File: config.mk
export PLATFORM = sky130hd
export DESIGN_NAME = cacl_stats_flat
export DESIGN_NICKNAME = d
export VERILOG_FILES = /design/src/hw/rtl/cacl_pkg.sv /design/src/hw/rtl/cacl_if.sv /design/src/hw/rtl/cacl_stats.sv /design/src/flat_wrapper.sv
export VERILOG_INCLUDE_DIRS = /design/src /design/src/hw/rtl
export SDC_FILE = /design/constraint.sdc
export NUM_CORES = 1
export LEC_CHECK = 0
export BUFFER_PORTS_ARGS = -buffer_cell sky130_fd_sc_hd__buf_2
export CAP_MARGIN = 30
export CORE_AREA = 2 2 83 85
export DETAILED_ROUTE_END_ITERATION = 12
export DIE_AREA = 0 0 85 87
export GPL_ROUTABILITY_DRIVEN = 0
export MAX_ROUTING_LAYER = met4
export PLACE_DENSITY = 0.78
export SLEW_MARGIN = 5
export SYNTH_ARGS = -nofsm -noshare
export SYNTH_HDL_FRONTEND = slang
export SYNTH_SLANG_ARGS = --single-unit
File: constraint.sdc
create_clock -name clk -period 2.6 [get_ports clk]
set_input_delay 0.26 -clock clk [delete_from_list [all_inputs] [get_ports clk]]
set_output_delay 0.26 -clock clk [all_outputs]
set_load 0.05 [all_outputs]
File: src/hw/rtl/assert_macros.svh
// Assertion macros shared by the tag store lookup RTL.
// Each macro samples on clk and is disabled while rst_n is low.
`ifndef ASSERT_MACROS_SVH
`define ASSERT_MACROS_SVH

// Same-cycle implication.
`define ASSERT_IMPLIES(label, ante, cons, msg) \
  label: assert property (@(posedge clk) disable iff (!rst_n) (ante) |-> (cons)) \
    else $error(msg);

// Next-cycle implication.
`define ASSERT_NEXT(label, ante, cons, msg) \
  label: assert property (@(posedge clk) disable iff (!rst_n) (ante) |=> (cons)) \
    else $error(msg);

`endif

File: src/hw/rtl/cacl_pkg.sv
// Shared constants, outcome codes, types and width helpers for the
// column-associative cache lookup. No dependencies.
package cacl_pkg;

  localparam int IN_ADDR_W = 32;
  localparam int CNT_W     = 32;
  localparam int OUTCOME_W = 2;

  localparam int DEF_ADDR_BITS   = 32;
  localparam int DEF_OFFSET_BITS = 5;
  localparam int DEF_NUM_SETS    = 256;

  localparam logic [OUTCOME_W-1:0] OC_HIT_DIRECT   = 2'd0;
  localparam logic [OUTCOME_W-1:0] OC_HIT_SWAP     = 2'd1;
  localparam logic [OUTCOME_W-1:0] OC_MISS_REPLACE = 2'd2;
  localparam logic [OUTCOME_W-1:0] OC_MISS_REHASH  = 2'd3;

  typedef struct packed {
    logic                 valid;
    logic [OUTCOME_W-1:0] outcome;
  } res_t;

  // Index width is floor(log2(num_sets)).
  function automatic int idx_width(input int num_sets);
    return $clog2(num_sets + 1) - 1;
  endfunction

  // Stored key: block address above the index, plus the top index bit.
  function automatic int key_width(input int addr_bits, input int offset_bits,
                                   input int num_sets);
    int aw;
    int kw;
    aw = (addr_bits < IN_ADDR_W) ? addr_bits : IN_ADDR_W;
    kw = aw - offset_bits - idx_width(num_sets) + 1;
    return (kw > 1) ? kw : 1;
  endfunction

endpackage

File: src/hw/rtl/cacl_if.sv


interface cacl_out_if;
  import cacl_pkg::*;
  logic                 valid;
  logic                 ready;
  logic [OUTCOME_W-1:0] outcome;
  logic                 is_hit;
  logic [CNT_W-1:0]     hits_so_far;
  logic [CNT_W-1:0]     misses_so_far;
  modport source (output valid, output outcome, output is_hit, output hits_so_far,
                  output misses_so_far, input ready);
  modport sink (input valid, input outcome, input is_hit, input hits_so_far,
                input misses_so_far, output ready);
endinterface

File: src/hw/rtl/cacl_stats.sv
// Saturating hit and miss counters and the result output register.
// Depends on cacl_pkg and the result channel interface.
`include "assert_macros.svh"

module cacl_stats (
  input  logic           clk,
  input  logic           rst_n,
  input  cacl_pkg::res_t res,
  output logic           res_ready,
  cacl_out_if.source     out_ch
);

  import cacl_pkg::*;

  logic [CNT_W-1:0]     hit_cnt_r, hit_cnt_nxt;
  logic [CNT_W-1:0]     miss_cnt_r, miss_cnt_nxt;
  logic                 out_valid_r, out_valid_nxt;
  logic [OUTCOME_W-1:0] outcome_r;
  logic                 is_hit_r, is_hit_nxt;
  logic                 load;

  assign res_ready  = !out_valid_r || out_ch.ready;
  assign load       = res.valid && res_ready;
  assign is_hit_nxt = (res.outcome == OC_HIT_DIRECT) || (res.outcome == OC_HIT_SWAP);

  always_comb begin
    hit_cnt_nxt  = hit_cnt_r;
    miss_cnt_nxt = miss_cnt_r;
    if (load && is_hit_nxt && (hit_cnt_r != {CNT_W{1'b1}})) begin
      hit_cnt_nxt = hit_cnt_r + CNT_W'(1);
    end
    if (load && !is_hit_nxt && (miss_cnt_r != {CNT_W{1'b1}})) begin
      miss_cnt_nxt = miss_cnt_r + CNT_W'(1);
    end
    if (load) begin
      out_valid_nxt = 1'b1;
    end else if (out_ch.ready) begin
      out_valid_nxt = 1'b0;
    end else begin
      out_valid_nxt = out_valid_r;
    end
  end

  always_ff @(posedge clk) begin
    if (!rst_n) begin
      hit_cnt_r   <= '0;
      miss_cnt_r  <= '0;
      out_valid_r <= 1'b0;
    end else begin
      hit_cnt_r   <= hit_cnt_nxt;
      miss_cnt_r  <= miss_cnt_nxt;
      out_valid_r <= out_valid_nxt;
    end
  end

  always_ff @(posedge clk) begin
    if (load) begin
      outcome_r <= res.outcome;
      is_hit_r  <= is_hit_nxt;
    end
  end

  assign out_ch.valid         = out_valid_r;
  assign out_ch.outcome       = outcome_r;
  assign out_ch.is_hit        = is_hit_r;
  assign out_ch.hits_so_far   = hit_cnt_r;
  assign out_ch.misses_so_far = miss_cnt_r;

  `ASSERT_NEXT(a_hits_hold, !(load && is_hit_nxt), $stable(hit_cnt_r), "hit count moved without a hit")
  `ASSERT_NEXT(a_misses_hold, !(load && !is_hit_nxt), $stable(miss_cnt_r), "miss count moved without a miss")

endmodule

File: src/flat_wrapper.sv
// flat-port wrapper written by rule: the top's interface ports become plain ports
module cacl_stats_flat import cacl_pkg::*;
  (clk, rst_n, res, res_ready, out_ch_valid, out_ch_outcome, out_ch_is_hit, out_ch_hits_so_far, out_ch_misses_so_far, out_ch_ready);
  cacl_out_if out_ch_i ();
  input  logic clk;
  input  logic rst_n;
  input  cacl_pkg::res_t res;
  output logic res_ready;
  output wire logic [$bits(out_ch_i.valid)-1:0] out_ch_valid;
  output wire logic [$bits(out_ch_i.outcome)-1:0] out_ch_outcome;
  output wire logic [$bits(out_ch_i.is_hit)-1:0] out_ch_is_hit;
  output wire logic [$bits(out_ch_i.hits_so_far)-1:0] out_ch_hits_so_far;
  output wire logic [$bits(out_ch_i.misses_so_far)-1:0] out_ch_misses_so_far;
  input wire logic [$bits(out_ch_i.ready)-1:0] out_ch_ready;
  assign out_ch_valid = out_ch_i.valid;
  assign out_ch_outcome = out_ch_i.outcome;
  assign out_ch_is_hit = out_ch_i.is_hit;
  assign out_ch_hits_so_far = out_ch_i.hits_so_far;
  assign out_ch_misses_so_far = out_ch_i.misses_so_far;
  assign out_ch_i.ready = out_ch_ready;
  cacl_stats u_core (.clk(clk), .rst_n(rst_n), .res(res), .res_ready(res_ready), .out_ch(out_ch_i));
endmodule
==> flow_summary.yaml <==
route:
  vias: 3338
  antenna_left: 0
  drt_iter0_drc: 230
  wl_met3_microns: 404
  wl_met2_microns: 3990
  drt_drc_violations_left: 0
  topRoutingLayerUsed: "met4"
  via_per_inst: 5.97
  wire_per_inst_microns: 14.8
  firstDrtPassIters: 5
  drt-met1-wl_microns: 3720
  wirelength_microns: 8290
cts:
  cts_tree: "yes"
  numCtsBuffers: 9
  cts_setup_buffers: 0
  post_cts_resized: 0
  ctsHtreeMaxLevel: 3
  cts_max_path_buffers: 2
  ctsRootBufferMaster: "clkbuf_8"
  cts.sinks: 68
  cts_hold_buf: 0
  clk_pin_slew_ns: 0.07
  clkLatencyLatePin_ns: 0.35
timing:
  holdWs_ns: 0.111
  rsz0062_at_grt: "no"
  final-max-slew-violation-count: 0
  hold_violations: 0
  finalSetupTns_ns: 0
  setup_viol: 0
  fin_skew_ns: 0.00865
  slew_headroom_pct: 51.4
  max_freq_mhz: 446
  worstMarginPinSlew_ns: 0.723
  period_minus_slack_ns: 2.24
  post-route-period-util_pct: 86.2
cells_and_area:
  insertedDiodeCount: 0
  syn_to_final_growth_pct: 19.5
  fin_cells: 559
  multiInputGateArea_sq_mm: 0.00189
  ff_latch_area_sq_mm: 0.00139
  finalNetCount: 482
  drive_above_1_share_pct: 25.5
  nFillCells: 591
logic_synthesis:
  yosys_warnings: 0
  synth-edff-count: 3
  synthFlopType: "dfxtp_1"
  syn_nets: 404
  yosys.cell_types.count: 53
  synthArstFlopShare_pct: 0
  syn_area_per_cell_sq_um: 8.63
  syn_inst: 396
  yosysSeqAreaShare_pct: 40.7
  syn-cell-area_sq_mm: 0.00342
  ys_ff_latch: 68
setup_path:
  crit_slowest_cell: "or4_4"
  arrival_ns: 2.49
  reg2reg_depth: 7
  max_stage_delay_ns: 0.64
  criticalPathCategory: "reg2reg"
  path_max_fanout: 16
  path_cells: "ha_1 -> nand3_2 -> or4_4 -> o31ai_4 -> buf_4 -> nor4_1 -> o21a_1"
  cp-end-kind: "flop"
  critPathRequiredTime_ns: 2.85
  start_kind: "flop"
run:
  max_cap_violations: 0
power_and_ir_drop:
  power.density_mw_per_mm2: 504
  power.leakage_uw: 0.00148
  peakVddDrop_mv: 0.320
floorplanning:
  die-area_sq_mm: 0.00740
  rows: 30
  die_w_microns: 85
  coreArea_sq_mm: 0.00657
  pin_count: 75
  start_util_pct: 52.0
  die_h_microns: 87
grt:
  grt_max_degree: 43
  grt_pass1_wl_microns: 13800
  grt_pass1_vias: 2900
  antenna_found_initial: 0
  grt_use_total_pct: 23.8
  gr-total-overflow: 0
placed_design:
  place_hpwl_microns: 5940
  port_buffers: 74
  dp_cells: 543
hold_path:
  min_path_type: "in2reg"
  worst_hold_path.num_cells: 1
run_status:
  status: "finished clean"
layer usage:
| layer | up-vias | global-route usage (%) |
|---|---|---|
| li1 | 1660 | - |
| met4 | 0 | 8.51 |
| met2 | 88 | 38.1 |
| met1 | 1573 | 29.3 |
| met3 | 17 | 6.07 |
| met5 | - | - |
cell usage after synthesis, drive strengths merged (4+ instances only):
cell type | number | area (sq um)
or4 | 12 | 93.8
clkbuf | 11 | 41.3
nand4 | 18 | 119
dfxtp | 65 | 1300
buf | 6 | 56.3
mux2i | 7 | 70.1
o31ai | 13 | 111
xnor2 | 8 | 70.1
inv | 11 | 41.3
a21oi | 42 | 210
nor2 | 18 | 67.6
or3 | 31 | 194
nor4 | 8 | 62.6
nand2 | 31 | 116
and4 | 7 | 61.3
nor3 | 8 | 50.1
o21ai | 29 | 145
and3 | 4 | 25.0
nand2b | 7 | 43.8
nand3 | 24 | 130
kinds of logic (layout without fill, tap and decap cells):
family	after synthesis	count (layout)	share of synthesized area [%]
AND/OR/NAND/NOR	181	181	31.5
multiplexers	7	7	2.05
AO/OA/AOI/OAI	100	100	18.4
adder cells (fa/ha/maj)	2	2	0.732
XOR/XNOR	10	10	2.56
buffers and inverters	28	111	4.06
flip-flops	68	68	40.7
worst max-delay path: cells and delay by family (launching register included):
kind                       cells  cell delay [ns]
and+or+nand+nor                3             0.87
AOI/OAI and AO/OA              2             0.45
DFF                            1             0.37
buffers and inverters          1             0.24
adders and majority gates      1             0.19
cells in the final DEF (no fill, tap or decap), types with 3 or more instances in the layout:
cell type and instances:
inv_1 11, nor2_1 18, buf_4 9, a31oi_1 3, mux2i_1 7, a21oi_1 42
nand4_1 17, nor3_1 5, xnor2_1 8, nand2b_1 7, nor4_1 6, nand3_1 22
and3_1 4, o21ai_1 11, nand2_1 31, nor3_2 3, or3_1 31, buf_2 74
o21ai_0 18, edfxtp_1 3, o31ai_1 12, or4_1 11, clkbuf_8 10, a2111oi_2 3
dfxtp_1 63, and4_1 7
registers in the layout, indices dropped and copies added (netlist names):
name	cells
u_core.out_ch.outcome	2
u_core.out_ch.hits_so_far	32
u_core.out_ch.valid	1
u_core.out_ch.is_hit	1
u_core.out_ch.misses_so_far	32
worst paths after layout:
check | from | endpoint | slack, ns
worst max-delay path | u_core.out_ch.misses_so_far[0] | u_core.out_ch.misses_so_far[13] | 0.36
worst min-delay path | res[0] | u_core.out_ch.outcome[0] | 0.11
worst max register to register | u_core.out_ch.misses_so_far[0] | u_core.out_ch.misses_so_far[13] | 0.36
worst min register to register | u_core.out_ch.misses_so_far[1] | u_core.out_ch.misses_so_far[1] | 0.49
where the power goes:
group	leakage [uW]	total [uW]	internal, uW	switching (uW)
Combinational	0.000820	104	25.4	78.7
Sequential	0.000554	1060	1060	7.11
Clock	0.000107	889	468	421
cell type report:
type / count / share of cell area [%]
timing repair buffer: 84 / 11.2
clock inverter: 6 / 1.50
inverter: 11 / 1.01
multi-input combinational: 300 / 46.3
clock buffer: 10 / 3.37
sequential: 68 / 34.1
tap: 80 / 2.45
per-stage QoR:
stage	util, %	setup WS (ns)	cell area, sq um	power [uW]
finish	62.2	0.358	4080	2060
floorplan	-	0.153	3420	1160
CTS	62.1	0.287	4080	2070
global route	62.2	0.111	4080	2140
detailed placement	59.1	0.301	3880	1190
global placement	59.1	0.357	3880	1190
Power figures use the tool's default switching activity.
