**src/hw/rtl/assert_macros.svh**
```systemverilog
// Assertion macros shared by the tag store lookup RTL.
// Each macro samples on clk and is disabled while rst_n is low.
`ifndef ASSERT_MACROS_SVH
`define ASSERT_MACROS_SVH

// Same-cycle implication.
`define ASSERT_IMPLIES(label, ante, cons, msg) \
  label: assert property (@(posedge clk) disable iff (!rst_n) (ante) |-> (cons)) \
    else $error(msg);

// Next-cycle implication.
`define ASSERT_NEXT(label, ante, cons, msg) \
  label: assert property (@(posedge clk) disable iff (!rst_n) (ante) |=> (cons)) \
    else $error(msg);

`endif

```
**src/hw/rtl/cacl_pkg.sv**
```systemverilog
// Shared constants, outcome codes, types and width helpers for the
// column-associative cache lookup. No dependencies.
package cacl_pkg;

  localparam int IN_ADDR_W = 32;
  localparam int CNT_W     = 32;
  localparam int OUTCOME_W = 2;

  localparam int DEF_ADDR_BITS   = 32;
  localparam int DEF_OFFSET_BITS = 5;
  localparam int DEF_NUM_SETS    = 256;

  localparam logic [OUTCOME_W-1:0] OC_HIT_DIRECT   = 2'd0;
  localparam logic [OUTCOME_W-1:0] OC_HIT_SWAP     = 2'd1;
  localparam logic [OUTCOME_W-1:0] OC_MISS_REPLACE = 2'd2;
  localparam logic [OUTCOME_W-1:0] OC_MISS_REHASH  = 2'd3;

  typedef struct packed {
    logic                 valid;
    logic [OUTCOME_W-1:0] outcome;
  } res_t;

  // Index width is floor(log2(num_sets)).
  function automatic int idx_width(input int num_sets);
    return $clog2(num_sets + 1) - 1;
  endfunction

  // Stored key: block address above the index, plus the top index bit.
  function automatic int key_width(input int addr_bits, input int offset_bits,
                                   input int num_sets);
    int aw;
    int kw;
    aw = (addr_bits < IN_ADDR_W) ? addr_bits : IN_ADDR_W;
    kw = aw - offset_bits - idx_width(num_sets) + 1;
    return (kw > 1) ? kw : 1;
  endfunction

endpackage

```
**src/hw/rtl/cacl_if.sv**
```systemverilog
// Valid/ready channel interfaces for the lookup requests and results.
// Depends on cacl_pkg for the payload widths.
interface cacl_in_if;
  import cacl_pkg::*;
  logic                 valid;
  logic                 ready;
  logic [IN_ADDR_W-1:0] address;
  modport source (output valid, output address, input ready);
  modport sink (input valid, input address, output ready);
endinterface


```
**src/hw/rtl/cacl_probe.sv**
```systemverilog
// Probe sequencer: clears the tag memory after reset, reads both slots,
// decides the outcome and writes the entries back. Depends on cacl_pkg.
`include "assert_macros.svh"

module cacl_probe #(
  parameter int ADDR_BITS   = cacl_pkg::DEF_ADDR_BITS,
  parameter int OFFSET_BITS = cacl_pkg::DEF_OFFSET_BITS,
  parameter int IDX_W       = cacl_pkg::idx_width(cacl_pkg::DEF_NUM_SETS),
  parameter int KEY_W       = cacl_pkg::key_width(cacl_pkg::DEF_ADDR_BITS,
                                                  cacl_pkg::DEF_OFFSET_BITS,
                                                  cacl_pkg::DEF_NUM_SETS)
) (
  input  logic               clk,
  input  logic               rst_n,
  cacl_in_if.sink            in_ch,
  output logic [IDX_W-1:0]   rd_d_addr,
  output logic [IDX_W-1:0]   rd_f_addr,
  input  logic [KEY_W+1:0]   rd_d_data,
  input  logic [KEY_W+1:0]   rd_f_data,
  output logic               wr_en,
  output logic [IDX_W-1:0]   wr_addr,
  output logic [KEY_W+1:0]   wr_data,
  output cacl_pkg::res_t     res,
  input  logic               res_ready
);

  import cacl_pkg::*;

  localparam int AW    = (ADDR_BITS < IN_ADDR_W) ? ADDR_BITS : IN_ADDR_W;
  localparam int BLK_W = AW - OFFSET_BITS;
  localparam int EXT_W = BLK_W + IDX_W;
  localparam int ENT_W = KEY_W + 2;
  localparam logic [IDX_W-1:0] TOP = {1'b1, {(IDX_W-1){1'b0}}};

  localparam logic [1:0] ST_CLEAR = 2'd0;
  localparam logic [1:0] ST_IDLE  = 2'd1;
  localparam logic [1:0] ST_EVAL  = 2'd2;
  localparam logic [1:0] ST_WRF   = 2'd3;

  logic [1:0]           state_r, state_nxt;
  logic [IDX_W-1:0]     clr_idx_r, clr_idx_nxt;
  logic [IDX_W-1:0]     idx_r;
  logic [KEY_W-1:0]     key_r;
  logic [ENT_W-1:0]     old_r;
  logic [EXT_W-1:0]     blk_ext, blk_shift;
  logic [IDX_W-1:0]     in_idx;
  logic [KEY_W-1:0]     in_key;
  logic                 d_valid, d_rehash, f_valid;
  logic [KEY_W-1:0]     d_key, f_key;
  logic                 d_hit, f_hit;
  logic [OUTCOME_W-1:0] outcome;
  logic                 accept, advance;

  assign blk_ext   = EXT_W'(in_ch.address[AW-1:OFFSET_BITS]);
  assign blk_shift = blk_ext >> (IDX_W - 1);
  assign in_idx    = blk_ext[IDX_W-1:0];
  assign in_key    = blk_shift[KEY_W-1:0];

  assign in_ch.ready = (state_r == ST_IDLE);
  assign accept      = in_ch.valid && in_ch.ready;

  assign rd_d_addr = (state_r == ST_IDLE) ? in_idx : idx_r;
  assign rd_f_addr = rd_d_addr ^ TOP;

  assign d_valid  = rd_d_data[ENT_W-1];
  assign d_rehash = rd_d_data[ENT_W-2];
  assign d_key    = rd_d_data[KEY_W-1:0];
  assign f_valid  = rd_f_data[ENT_W-1];
  assign f_key    = rd_f_data[KEY_W-1:0];
  assign d_hit    = d_valid && (d_key == key_r);
  assign f_hit    = f_valid && (f_key == key_r);

  always_comb begin
    if (d_hit) begin
      outcome = OC_HIT_DIRECT;
    end else if (d_rehash) begin
      outcome = OC_MISS_REPLACE;
    end else if (f_hit) begin
      outcome = OC_HIT_SWAP;
    end else begin
      outcome = OC_MISS_REHASH;
    end
  end

  assign res.valid   = (state_r == ST_EVAL);
  assign res.outcome = outcome;
  assign advance     = (state_r == ST_EVAL) && res_ready;

  always_comb begin
    state_nxt   = state_r;
    clr_idx_nxt = clr_idx_r;
    wr_en       = 1'b0;
    wr_addr     = idx_r;
    wr_data     = {1'b1, 1'b0, key_r};
    case (state_r)
      ST_CLEAR: begin
        wr_en       = 1'b1;
        wr_addr     = clr_idx_r;
        wr_data     = {1'b0, 1'b1, {KEY_W{1'b0}}};
        clr_idx_nxt = clr_idx_r + IDX_W'(1);
        if (clr_idx_r == {IDX_W{1'b1}}) begin
          state_nxt = ST_IDLE;
        end
      end
      ST_IDLE: begin
        if (accept) begin
          state_nxt = ST_EVAL;
        end
      end
      ST_EVAL: begin
        if (res_ready) begin
          wr_en = (outcome != OC_HIT_DIRECT);
          if ((outcome == OC_HIT_SWAP) || (outcome == OC_MISS_REHASH)) begin
            state_nxt = ST_WRF;
          end else begin
            state_nxt = ST_IDLE;
          end
        end
      end
      ST_WRF: begin
        wr_en     = 1'b1;
        wr_addr   = idx_r ^ TOP;
        wr_data   = {old_r[ENT_W-1], 1'b1, old_r[KEY_W-1:0]};
        state_nxt = ST_IDLE;
      end
      default: begin
        state_nxt = ST_CLEAR;
      end
    endcase
  end

  always_ff @(posedge clk) begin
    if (!rst_n) begin
      state_r   <= ST_CLEAR;
      clr_idx_r <= '0;
    end else begin
      state_r   <= state_nxt;
      clr_idx_r <= clr_idx_nxt;
    end
  end

  always_ff @(posedge clk) begin
    if (accept) begin
      idx_r <= in_idx;
      key_r <= in_key;
    end
    if (advance) begin
      old_r <= rd_d_data;
    end
  end

  `ASSERT_NEXT(a_clear_ends, (state_r == ST_CLEAR) && (clr_idx_r == {IDX_W{1'b1}}), state_r == ST_IDLE, "clearing pass did not hand over to idle")
  `ASSERT_IMPLIES(a_direct_hit_no_write, (state_r == ST_EVAL) && d_hit, !wr_en, "first-probe hit modified the tag memory")

endmodule

```
**src/flat_wrapper.sv**
```systemverilog
// flat-port wrapper written by rule: the top's interface ports become plain ports
module cacl_probe_flat import cacl_pkg::*;
#(
  parameter int ADDR_BITS   = cacl_pkg::DEF_ADDR_BITS,
  parameter int OFFSET_BITS = cacl_pkg::DEF_OFFSET_BITS,
  parameter int IDX_W       = cacl_pkg::idx_width(cacl_pkg::DEF_NUM_SETS),
  parameter int KEY_W       = cacl_pkg::key_width(cacl_pkg::DEF_ADDR_BITS,
                                                  cacl_pkg::DEF_OFFSET_BITS,
                                                  cacl_pkg::DEF_NUM_SETS)
)
  (clk, rst_n, rd_d_addr, rd_f_addr, rd_d_data, rd_f_data, wr_en, wr_addr, wr_data, res, res_ready, in_ch_valid, in_ch_address, in_ch_ready);
  cacl_in_if in_ch_i ();
  input  logic clk;
  input  logic rst_n;
  output logic [IDX_W-1:0] rd_d_addr;
  output logic [IDX_W-1:0] rd_f_addr;
  input  logic [KEY_W+1:0] rd_d_data;
  input  logic [KEY_W+1:0] rd_f_data;
  output logic wr_en;
  output logic [IDX_W-1:0] wr_addr;
  output logic [KEY_W+1:0] wr_data;
  output cacl_pkg::res_t res;
  input  logic res_ready;
  input wire logic [$bits(in_ch_i.valid)-1:0] in_ch_valid;
  input wire logic [$bits(in_ch_i.address)-1:0] in_ch_address;
  output wire logic [$bits(in_ch_i.ready)-1:0] in_ch_ready;
  assign in_ch_i.valid = in_ch_valid;
  assign in_ch_i.address = in_ch_address;
  assign in_ch_ready = in_ch_i.ready;
  cacl_probe #(.ADDR_BITS(ADDR_BITS), .OFFSET_BITS(OFFSET_BITS), .IDX_W(IDX_W), .KEY_W(KEY_W)) u_core (.clk(clk), .rst_n(rst_n), .in_ch(in_ch_i), .rd_d_addr(rd_d_addr), .rd_f_addr(rd_f_addr), .rd_d_data(rd_d_data), .rd_f_data(rd_f_data), .wr_en(wr_en), .wr_addr(wr_addr), .wr_data(wr_data), .res(res), .res_ready(res_ready));
endmodule
```
**config.mk**
```make
export PLATFORM = sky130hd
export DESIGN_NAME = cacl_probe_flat
export DESIGN_NICKNAME = d
export VERILOG_FILES = /design/src/hw/rtl/cacl_pkg.sv /design/src/hw/rtl/cacl_if.sv /design/src/hw/rtl/cacl_probe.sv /design/src/flat_wrapper.sv
export VERILOG_INCLUDE_DIRS = /design/src /design/src/hw/rtl
export SDC_FILE = /design/constraint.sdc
export NUM_CORES = 1
export LEC_CHECK = 0
export ABC_AREA = 1
export BUFFER_PORTS_ARGS = -buffer_cell sky130_fd_sc_hd__buf_2
export CAP_MARGIN = 20
export CORE_MARGIN = 2
export CORE_UTILIZATION = 52
export DETAILED_ROUTE_END_ITERATION = 10
export MAX_ROUTING_LAYER = met4
export PLACE_DENSITY = 0.82
export SYNTH_ARGS = -nofsm -noshare
export SYNTH_HDL_FRONTEND = slang
export SYNTH_SLANG_ARGS = --single-unit
```
**constraint.sdc**
```tcl
create_clock -name clk -period 4.05 [get_ports clk]
set_clock_uncertainty 0.1 [all_clocks]
set_input_delay 0.2025 -clock clk [delete_from_list [all_inputs] [get_ports clk]]
set_output_delay 0.2025 -clock clk [all_outputs]
set_load 0.005 [all_outputs]
```
==> metrics.txt, run 1 <==
Post-Syn Area=about 3200 um^2; post-cts resize count=0; first-pass GRT wire length=14.3 mm; max cap viols=0; crit path kind=reg2out; status=finished, final reports clean; final core utilization=between 70 and 80%; Rel. slew slack=35.2%; worst-margin pin slew=0.972 ns; crit end category=output pin; Distinct cells, synth=34; H-tree levels=3; Residual DRC=0; vias per cell=around 5.2; syn_nets=463; Clock Sinks=58; input/output buffers=124; core box area=5920 um^2; minimum clock period=2.92 ns; TritonCTS Buffers=9; Area Overhead vs Synth=42.4%; CP Launch Type=flip-flop; Inserted Diodes=0; YS warnings=0; Worst Hold Class=in2reg; # IOs=131; share of cells above drive strength 1=30.5%; Final TNS setup=0 ns; row count=28; cell area power density=576 nW/um^2; Final Slew Violations=0; Chip Height=between 80 and 90 um; leading cell type in the layout, fill and taps excluded=buf_2; number of synthesized register bits=58; vias post-DR=3244; largest net degree at the start of global routing=28; leakage=~0.0021 uW; gr usage total=29.8%; VDD IR-drop max=roughly 0.48 mV; Clock Path Buffers=2; CTS tree=yes; per-cell routed wire length=15.1 um; CP arrival=~2.6 ns; fmax=0.343 GHz; Congestion Overflow GR=0; Total Routed Length=9.42 mm; critical path fanouts, max=26; clock slew seen by the registers of the worst setup and hold paths=0.06 ns; final number of setup-violating endpoints=0; Seq/Total Area, Yosys=51.6%; placed cell count=560; die width=82.2 um; Post-Layout Cell Count=625; DIE AREA=6760 um^2; clock root cell=clkbuf_8; # fillers=between 400 and 500; final critical-path share of the clock period=72.1%; post-DP HPWL=5.93 mm; most frequent cells in the layout=buf_2 (124), nand2_1 (93), dlygate4sd3_1 (48), edfxtp_1 (48), inv_1 (45); post-route ant nets=0; initial DRC count=about 230; final hold vios=0; vias in the first global route=3170; GPL Wtd Cong=0.851; Mapped Cells=377; clk_lat worst skew=0.35 ns; synthesized area per cell=8.44 um^2; drt first pass iters=5; initial core utilization=53.8%; initial antenna violation count=0; WP data required=3.75 ns; RSZ-0062 raised after global routing=false; smallest hold slack=about 0.078 ns; fin nets=631
==> final cells by class <==
| cell class | count | area (um^2) | share of cell area [%] |
|---|---|---|---|
| flip-flops and latches | 58 | 1640 | 36.2 |
| multi-input cells | 239 | 1200 | 26.6 |
| repair buffers | 174 | 1120 | 24.8 |
| inverters | 63 | 236 | 5.22 |
| clock buffers | 10 | 128 | 2.82 |
| clock inverters | 6 | 105 | 2.32 |
| well taps | 75 | 93.8 | 2.07 |
==> logic make-up (layout without fill, tap and decap cells) <==
kind of cell / after synthesis / in the layout / synth area share, %
XOR/XNOR: 10 / 10 / 2.75
flip-flops: 58 / 58 / 51.6
AO/OA/AOI/OAI: 63 / 63 / 10.9
AND/OR/NAND/NOR: 160 / 160 / 21.9
adder cells (fa/ha/maj): 6 / 6 / 2.36
buffers and inverters: 80 / 253 / 10.6
==> registers in the layout, summed over array words and instances, names as in the netlist <==
signal / flops
u_core.old_r: 21
u_core.idx_r: 7
u_core.clr_idx_r: 8
u_core.key_r: 20
u_core.state_r: 2
==> power by group <==
part	internal (uW)	leakage [uW]	switching (uW)	total, uW
Sequential	758	0.000518	56.5	814
Clock	406	0.000120	237	643
Combinational	449	0.00147	706	1160
==> final timing paths <==
| check | from | endpoint | slack (ns) | cells after the start |
|---|---|---|---|---|
| worst min-delay path | rst_n | u_core.clr_idx_r[3] | 0.08 | 3 |
| worst min register to register | u_core.clr_idx_r[7] | u_core.clr_idx_r[7] | 0.42 | 2 |
| worst max-delay path | u_core.state_r[0] | wr_data[3] | 1.13 | 7 |
| worst max register to register | u_core.state_r[1] | u_core.key_r[14] | 1.80 | 5 |
==> stage by stage <==
| stage | total power, uW | instance area, um^2 | setup WS (ns) |
|---|---|---|---|
| final | 2610 | 4530 | 1.13 |
| after global routing | 2780 | 4530 | 0.944 |
| after CTS | 2580 | 4520 | 1.15 |
| after detailed placement | 1900 | 3800 | 1.53 |
| after global placement | 1880 | 3800 | 1.54 |
| after floorplan | 1490 | 3180 | 1.95 |
==> worst max-delay path, stage by stage (launching register included) <==
cell and delay (ns):
dfxtp_1 0.40, inv_1 0.08, ha_1 0.47, inv_1 0.60, buf_4 0.32, nand3_1 0.08, o21ai_0 0.16, buf_2 0.16
==> cells in the mapped netlist <==
| cell type | n | share of area [%] |
|---|---|---|
| buf_2 | 2 | 0.31 |
| buf_4 | 7 | 1.7 |
| nand2_1 | 93 | 11 |
| inv_1 | 45 | 5.3 |
| a21oi_1 | 8 | 1.3 |
| xor2_1 | 1 | 0.28 |
| o21ai_0 | 40 | 6.3 |
| buf_6 | 1 | 0.35 |
| nand3_1 | 30 | 4.7 |
| clkinv_1 | 1 | 0.12 |
| or2_2 | 1 | 0.20 |
| o22ai_1 | 6 | 1.2 |
| or2_0 | 1 | 0.20 |
| nor4_1 | 4 | 0.79 |
| edfxtp_1 | 48 | 45 |
| inv_2 | 17 | 2.0 |
| dfxtp_1 | 10 | 6.3 |
| nor3_2 | 1 | 0.31 |
| ha_1 | 6 | 2.4 |
| a21oi_2 | 1 | 0.28 |
| nor3_1 | 3 | 0.47 |
| a22oi_1 | 1 | 0.24 |
| or2_1 | 2 | 0.39 |
| clkbuf_1 | 7 | 0.83 |
| nor2_1 | 17 | 2.0 |
| nand4_1 | 1 | 0.20 |
| o211ai_1 | 1 | 0.24 |
| nand3_2 | 2 | 0.63 |
| xnor2_1 | 9 | 2.5 |
| o32ai_1 | 3 | 0.83 |
| nor2_2 | 4 | 0.79 |
| a22o_1 | 1 | 0.28 |
| nand2_2 | 1 | 0.20 |
| o21ai_1 | 2 | 0.31 |
==> layer usage <==
layer	wire [um]	vias to the layer above	track usage, %
met5	0	-	-
met4	282	0	14.2
met1	3620	1485	33.3
met2	4930	161	51.1
met3	585	24	5.98
li1	-	1574	-
==> timing repair <==
| action | CTS | global route |
|---|---|---|
| hold buffers | 48 | 0 |
| endpoints found under the hold margin | 48 | 0 |
| buffers inserted | 0 | 0 |
Power figures use the tool's default switching activity.
==> run 2: changes to the inputs <==
Settings changed: CORE_UTILIZATION 52 to 48, PLACE_DENSITY 0.82 to 0.77.
Clock period 4.05 ns to 3 ns, I/O delays scaled along.
==> run 2 against run 1 <==
Compared with the run above: worst hold slack got worse by 0.053 ns; core utilization down 5.7 points; largest cell class unchanged; total power up 31%; count of clock-buffer cells in the layout increased by 3; via count up 0.46%; clock power increased by 14%; final cell count up 0.80%; sequential share of layout area barely moved; highest routed layer unchanged; global-route usage fell by 3.2 points; largest power group unchanged.
==> metrics.txt, run 2 (synthesis results as in run 1) <==
Reg2Reg Launch Point=u_core.state_r[1]; critical path fanouts, max=19; Clock Sinks=slightly below 60; leading cell type in the layout, fill and taps excluded=buf_2; post-cts resize count=0; input/output buffers=124; Area Overhead vs Synth=42.3%; Flop pwr share=32.1%; hold worst-path end=u_core.clr_idx_r[3]; max FFs per register=21; CP Launch Type=flip-flop; Residual DRC=0; Comb power frac=46.4%; CTS tree=yes; Inserted Diodes=0; first-pass GRT wire length=about 15 mm; CP arrival=2.13 ns; max cap viols=0; Chip Height=about 85 um; RSZ-0062 raised after global routing=false; smallest hold slack=around 0.025 ns; clock slew seen by the registers of the worst setup and hold paths=0.06 ns; fin nets=634; WP data required=around 2.8 ns; drt first pass iters=5; met3 wire len=roughly 570 um; Congestion Overflow GR=0; die width=85.4 um; initial antenna violation count=0; minimum clock period=2.38 ns; Rel. slew slack=59.7%; status=finished, final reports clean; clock root cell=clkbuf_8; Top Registers=u_core.old_r (21), u_core.key_r (20), u_core.clr_idx_r (8); # IOs=between 100 and 150; per-cell routed wire length=14.8 um; row count=29; switching power share of the total=39.2%; initial DRC count=198; GPL Wtd Cong=0.897; delay-heaviest family, CP=adder cells; Crit path top cell by count=inv_1; worst hold stages=3; slowest stage delay, CP=0.55 ns; clk_lat worst skew=~0.33 ns; uppermost layer routed=met4; final critical-path share of the clock period=79.3%; vias post-DR=3259; fmax=0.420 GHz; met1 wire length=3.78 mm; cell area power density=753 nW/um^2; TritonCTS Buffers=9; r2r setup slk=a little over 0.8 ns; final core utilization=70.9%; most frequent cells in the layout=buf_2 (124), nand2_1 (93), dlygate4sd3_1 (48), edfxtp_1 (48), inv_1 (45); post-DP HPWL=6.13 mm; vias in the first global route=3225; Clock Path Buffers=2; area post-placement=just under 4000 um^2; worst path bufs/invs=4; vias per cell=5.17; RR Endpoint=u_core.key_r[6]; largest net degree at the start of global routing=40; cell internal pwr=2070 uW; Slowest cell on crit path=ha_1; leakage=0.00210 uW; worst-margin pin slew=0.604 ns; Final TNS setup=0 ns; post-route cell area=4530 um^2; Reg2Reg Depth=5; initial core utilization=49.8%; post-CTS setup buffers=0; crit end category=output pin; gr usage total=26.6%; DIE AREA=7300 um^2; Total Routed Length=9.31 mm; post-route ant nets=0; final hold vios=0; hold_buf cts=48; CP cell instances=inv_1 > ha_1 > inv_1 > or2_2 > o21ai_0 > inv_1 > buf_2; Final Slew Violations=0; crit path kind=reg2out; Biggest register=u_core.old_r; H-tree levels=3; Clk pwr share=21.5%; final number of setup-violating endpoints=0; core box area=6390 um^2; VDD IR-drop max=about 0.48 mV; hold path start=rst_n; Psw=1340 uW; Worst Hold Class=in2reg; WL met2=4.78 mm; share of cells above drive strength 1=30.6%
run 2: changes by cell type in the layout (fill, tap and decap cells not counted), sizes merged:
cell	change
clkbuf	+3
clkinv	-1
buf	+3
bufinv	-2
run 2: worst register-to-register path: cells and delay by family, from the launching register on:
family | cells | cell delay (ns)
fa+ha+maj | 1 | 0.55
buf+inv | 3 | 0.78
flops | 1 | 0.34
simple gates | 1 | 0.10
run 2: power by group through the flow:
stage | logic [uW] | registers, uW | clock network [uW]
after floorplan | 922 | 1090 | 0
after global placement | 1480 | 1100 | 0
after detailed placement | 1520 | 1110 | 0
after CTS | 1570 | 1090 | 728
after global routing | 1760 | 1110 | 768
final | 1580 | 1100 | 733
run 2: routing by layer:
metal	vias up	track usage [%]
met5	-	-
met2	148	44.6
li1	1579	-
met3	27	4.77
met4	0	9.81
met1	1505	32.0
run 2: cell type report:
cell class,count,area (um^2)
clock inverter,3,38.8
inverter,63,236
sequential,58,1640
tap,77,96.3
fill,491,1860
clock buffer,13,159
timing repair buffer,177,1150
multi-input combinational,239,1200
run 2: how the worst max path moves through the flow:
stage	from	to	slack [ns]	cells past startpoint
floorplan	u_core.state_r[1]	u_core.idx_r[0]	0.90	6
CTS	u_core.state_r[1]	rd_d_addr[7]	0.65	7
global route	u_core.state_r[1]	rd_d_addr[7]	0.42	7
finish	u_core.state_r[1]	rd_d_addr[7]	0.62	7
detailed placement	u_core.state_r[1]	u_core.key_r[6]	0.83	5
global placement	u_core.state_r[1]	u_core.key_r[19]	0.92	5
run 2: through the flow:
step | total power [uW] | instances | worst slack (ns)
2_1_floorplan | 2020 | 377 | 0.905
3_3_place_gp | 2590 | 566 | 0.922
6_report | 3410 | 630 | 0.621
3_5_place_dp | 2630 | 566 | 0.834
5_1_grt | 3640 | 630 | 0.423
4_1_cts | 3390 | 630 | 0.654
